### src/rtl/lef_pkg.sv
// shared constants for the laplacian edge filter
// no dependencies
`default_nettype none

package lef_pkg;

  localparam int CH_W       = 8;
  localparam int NUM_CH     = 4;
  localparam int OUT_X_W    = 11;
  localparam int OUT_Y_W    = 12;
  localparam int WIDTH_W    = 12;
  localparam int HEIGHT_W   = 13;
  localparam int CHCOUNT_W  = 3;
  localparam int CFG_IDX_W  = 2;
  localparam int CFG_DATA_W = 13;
  localparam int MIN_DIM    = 3;
  localparam int PIX_MAX    = 255;

  // configuration register indexes
  localparam logic [CFG_IDX_W-1:0] REG_IMAGE_WIDTH   = 2'd0;
  localparam logic [CFG_IDX_W-1:0] REG_IMAGE_HEIGHT  = 2'd1;
  localparam logic [CFG_IDX_W-1:0] REG_CHANNEL_COUNT = 2'd2;

  // register reset values
  localparam logic [WIDTH_W-1:0]   RST_IMAGE_WIDTH   = 12'd640;
  localparam logic [HEIGHT_W-1:0]  RST_IMAGE_HEIGHT  = 13'd480;
  localparam logic [CHCOUNT_W-1:0] RST_CHANNEL_COUNT = 3'd3;

  typedef logic [CH_W-1:0] pix_t;

endpackage

`default_nettype wire

### src/rtl/lef_lane.sv
// one channel lane: 8 x centre minus the eight neighbours, clamped to 0..255
// depends on lef_pkg
`default_nettype none

module lef_lane (
  input  wire logic [lef_pkg::CH_W-1:0]       centre,
  input  wire logic [7:0][lef_pkg::CH_W-1:0]  nbr,
  output      lef_pkg::pix_t                  lap
);

  localparam int SW = lef_pkg::CH_W + 3;   // sum of eight samples
  localparam int DW = SW + 1;              // signed difference

  logic [SW-1:0]        nbr_sum;
  logic [SW-1:0]        centre_x8;
  logic signed [DW-1:0] diff;

  always_comb begin
    nbr_sum = '0;
    for (int i = 0; i < 8; i++) begin
      nbr_sum = nbr_sum + SW'(nbr[i]);
    end
  end

  assign centre_x8 = {centre, 3'b000};
  assign diff      = $signed({1'b0, centre_x8}) - $signed({1'b0, nbr_sum});

  always_comb begin
    if (diff < 0) begin
      lap = '0;
    end else if (diff > DW'(lef_pkg::PIX_MAX)) begin
      lap = lef_pkg::CH_W'(lef_pkg::PIX_MAX);
    end else begin
      lap = diff[lef_pkg::CH_W-1:0];
    end
  end

endmodule

`default_nettype wire

### config.mk
export PLATFORM = sky130hd
export DESIGN_NAME = lef_lane
export DESIGN_NICKNAME = d
export VERILOG_FILES = /design/src/rtl/lef_pkg.sv /design/src/rtl/lef_lane.sv
export SDC_FILE = /design/constraint.sdc
export NUM_CORES = 1
export LEC_CHECK = 0
export BUFFER_PORTS_ARGS = -buffer_cell sky130_fd_sc_hd__buf_2
export CORE_MARGIN = 1.5
export CORE_UTILIZATION = 35
export DETAILED_ROUTE_END_ITERATION = 6
export SLEW_MARGIN = 15
export SYNTH_ARGS = -nofsm -noshare
export SYNTH_HDL_FRONTEND = slang
export SYNTH_SLANG_ARGS = --single-unit
### constraint.sdc
create_clock -name vclk -period 3.44
set_input_delay 0 -clock vclk [all_inputs]
set_output_delay 0 -clock vclk [all_outputs]
set_load 0.02 [all_outputs]
==> flow_summary.ini, run 1 <==
[clocking]
postCtsHoldBufs = 0

[route]
drc = 0
first_iter_violations = 9
viasPerCell = 4.32
first_pass_iters = 4
ant_nets = 0
vias = 1934
wire_per_inst_um = 9.56
wl_um = 4280

[status]
violations = negative setup slack
status = finished, violations left

[synthesis]
synth_warnings = 0
synth_area_leaders = fa_1, inv_1, ha_1
yosysSeqAreaShare_pct = 0
yosys.area.top_type = fa_1
yosysTopAreaCellShare_pct = 46.7
synth_cells = 256
synth_area_mm2 = 0.00227
synth_cell_types = 33
synth_nets = 400
syn_avg_cell_area_um2 = 8.87

[finish]
seq_cells = 0
nets = 517
seq_area_um2 = 0
n_clock_buffer = 0
n_antenna_cell = 0
syn_to_final_growth_pct = 49.3
drive_gt1_share_pct = 43.1

[floorplan]
start_util_pct = 35.9
die_w_um = 83.5
die-area_mm2 = 0.00698
die_h_um = 83.5
rows = 29
io_pins = 80
core-area_mm2 = 0.00631

[sta]
slew_viol_final = 0
fin_ws_ns = -0.473
setup_viol = 8
slew_headroom_pct = 77.8
timing.fmax_mhz = 256
tightestPinTransition_ns = 0.329
rsz0062_at_grt = true
timing.final.crit_share_pct = 114
final_hold_viol_count = 0
min_period_ns = 3.91

[critical_path]
crit_arrival_ns = 3.91
cp-start-kind = input pin
setup.worst_path.end_class = primary output
criticalPathCategory = in2out
critical_path.max_fanout = 5
critPathRequiredTime_ns = 3.44

[placement]
pre_cts_ws_ns = -0.742
port_buffers = 80
dp_hpwl_um = 3940
gp_congestion = 0.742

[global_routing]
track_usage_pct = 13.3
grt-ovfl-total = 0
grt_start_max_net_pins = 9
grt_pass1_vias = 2050
grt_pass1_wl_um = 8160
antenna_found_initial = 0

[run]
maxCapViolCount = 0

[min_path]
hold_class = in2out
==> what timing repair did <==
| action | 4_1_cts | 5_1_grt |
|---|---|---|
| setup endpoints to repair | 8 | 8 |
| gates cloned | 0 | 0 |
| pin swaps | 34 | 18 |
| resized for setup | 28 | 20 |
| buffers inserted | 7 | 2 |
==> cell families (layout without fill, tap and decap cells) <==
kind of cell / Yosys count / count (layout) / synth area share, %
buffers and inverters: 114 / 229 / 18.9
adder cells (fa/ha/maj): 72 / 72 / 57.2
AO/OA/AOI/OAI: 36 / 36 / 13.4
AND/OR/NAND/NOR: 25 / 25 / 6.67
XOR/XNOR: 8 / 8 / 3.42
multiplexers: 1 / 1 / 0.441
==> routing by layer <==
layer / up-vias / part of all wire (%) / global-route usage (%) / wire length [um]
li1: 979 / - / - / -
met3: 0 / 4.4 / 0.396 / 187
met5: - / 0 / 0 / 0
met2: 42 / 54 / 25.6 / 2300
met4: 0 / 0 / 0 / 0
met1: 913 / 42 / 17.7 / 1790
==> worst max-delay path, cell delays in order <==
cell and delay [ns]:
buf_2 0.09, inv_1 0.06, fa_1 0.45, fa_1 0.51, fa_1 0.52, inv_2 0.04
fa_1 0.59, inv_2 0.06, ha_4 0.26, o211ai_1 0.10, and4b_4 0.23, o31ai_4 0.28
buf_4 0.17, a31oi_4 0.08, buf_6 0.14, a41oi_2 0.15, buf_4 0.16
==> cell usage in the layout (no fill, tap or decap), types with 3 or more instances in the layout <==
cell and count:
a21oi_4 3, inv_1 105, a41oi_2 8, o21ai_0 4, inv_2 9, ha_1 12
xnor2_1 5, buf_6 12, buf_2 69, nand2b_1 5, ha_4 7, a21oi_1 5
nand2_1 4, nor2_1 8, buf_4 32, fa_1 52
==> cells in the mapped netlist, drive strengths merged (2+ instances only) <==
master / n
a41oi: 8
nand2b: 5
o211ai: 3
xnor2: 6
nand2: 4
xor2: 2
inv: 114
fa: 53
nor4: 2
a21o: 2
a21oi: 10
o21ai: 4
ha: 19
nor2: 8
==> worst paths after layout <==
kind,from,slack (ns),endpoint,cells past startpoint
worst max-delay path,nbr[17],-0.47,lap[0],17
worst min-delay path,centre[0],0.64,lap[0],5
==> cell type report <==
cell class	count	area [um2]
tap	77	96.3
multi-input combinational	142	2100
fill	604	2920
timing repair buffer	115	761
inverter	114	428
==> through the flow <==
step	util, %	instance area [um2]	TNS [ns]	cells	hold WS (ns)
after floorplan	-	2400	-2.69	256	0.297
after global placement	49.1	3100	-5.61	439	0.640
after detailed placement	49.1	3100	-5.84	439	0.642
after CTS	52.2	3290	-4.33	446	0.643
after global routing	53.7	3390	-4.98	448	0.714
final	53.7	3390	-3.70	448	0.641
Power of run 1 is not shown: default switching activity piles up to over one toggle a cycle in this logic, so the estimate is an artifact.
==> run 2, diff against run 1 <==
- CORE_UTILIZATION: 35 -> 40
- PLACE_DENSITY: not set -> 0.69
- SLEW_MARGIN: 15 -> 20
==> run 2 against run 1 <==
  * The run still ends with negative setup slack left
  * Non-clock buffer count down 4
  * Global-route usage up 2.1 points
  * Sequential share of layout area did not move
  * Core utilization is 7.0 points higher
  * Critical endpoint is now lap[1]
  * Sequential cell count stayed put
  * Final area shrank 1.4%
  * First-iteration DRC count is 33% higher
  * Routed wire length increased by 1.7%
==> flow_summary.ini, run 2 (same netlist as run 1, synthesis figures left out) <==
[finish]
syn_to_final_growth_pct = 47.2
n_antenna_cell = 0
nets = 513
seq_cells = 0
final_cell_mix = inv_1, buf_2, fa_1, buf_4, ha_1
seq_area_um2 = 0
drive_gt1_share_pct = 42.8
n_clock_buffer = 0
layout_commonest_cell = inv_1

[sta]
slew_viol_final = 0
slew_headroom_pct = 77.7
fin_setup_tns_ns = -3.60
min_period_ns = 3.90
worst_hold_slack_ns = 0.659
setup_viol = 8
fin_ws_ns = -0.458
timing.final.crit_share_pct = 113
rsz0062_at_grt = true
tightestPinTransition_ns = 0.331
timing.fmax_mhz = 257
final_hold_viol_count = 0

[global_routing]
grt_pass1_wl_um = 7900
grt-ovfl-total = 0
grt_pass1_vias = 2046
antenna_found_initial = 0
grt_start_max_net_pins = 9
track_usage_pct = 15.4

[critical_path]
criticalPathCategory = in2out
cp-startpoint = nbr[14]
crit_path_top_delay_cell = fa_1
critical_path.max_fanout = 8
cp-start-kind = input pin
crit_top_cell = fa_1
cp_top_family = adder cells
critPathRequiredTime_ns = 3.44
setup.worst_path.end_class = primary output
crit_arrival_ns = 3.90
path_cells = buf_2, fa_1, fa_1, fa_1, fa_1, inv_1, ha_4, a211oi_2, and4b_4, o31ai_4, buf_6, xnor2_4, buf_12, a41oi_2, buf_4
cp_slowest_stage_delay_ns = 0.54
path_buf_inv = 5

[status]
violations = negative setup slack
status = finished, violations left

[floorplan]
rows = 27
core-area_mm2 = 0.00551
die_h_um = 78.3
io_pins = 80
start_util_pct = 41.2
die-area_mm2 = 0.00613
die_w_um = 78.3

[route]
first_pass_iters = 4
viasPerCell = 4.48
vias = 1968
first_iter_violations = 12
wl_um = 4350
wire_per_inst_um = 9.92
ant_nets = 0
drc = 0

[clocking]
postCtsHoldBufs = 0

[placement]
pre_cts_ws_ns = -0.758
dp_hpwl_um = 4060
port_buffers = 80
gp_congestion = 0.779

[min_path]
hold_class = in2out
hold-path-endpoint = lap[0]
worstHoldPathCells = 5
min-delay-start = centre[0]

[run]
maxCapViolCount = 0
-- run 2: layer usage --
layer / routed length (um) / vias to the layer above / track usage [%]
li1: - / 974 / -
met1: 1740 / 950 / 18.2
met2: 2430 / 44 / 32.5
met3: 184 / 0 / 0.116
met4: 0 / 0 / 0
met5: 0 / - / 0
-- run 2: worst max path at each step --
stage,endpoint,cells after the start
final,lap[1],15
after detailed placement,lap[1],13
after CTS,lap[1],19
after global routing,lap[0],17
after global placement,lap[0],13
after floorplan,lap[0],11
-- run 2: layout make-up --
| cell class | instances | area (um2) |
|---|---|---|
| multi-input cells | 142 | 2100 |
| inverters | 114 | 428 |
| well taps | 72 | 90.1 |
| fillers | 507 | 2160 |
| repair buffers | 111 | 722 |
-- run 2: metrics by stage --
| step | instance area (um2) | instances | utilization [%] |
|---|---|---|---|
| CTS | 3230 | 436 | 58.6 |
| floorplan | 2400 | 256 | - |
| global placement | 3100 | 434 | 56.2 |
| global route | 3340 | 439 | 60.7 |
| finish | 3340 | 439 | 60.7 |
| detailed placement | 3100 | 434 | 56.2 |
-- run 2: repair_timing --
action                                 CTS  global route
resized for setup                       27            19
setup endpoints to repair                8             8
pin swaps                               28            18
endpoints found under the hold margin    0             0
setup buffers                            2             3
Power of run 2 is left out for the same reason.
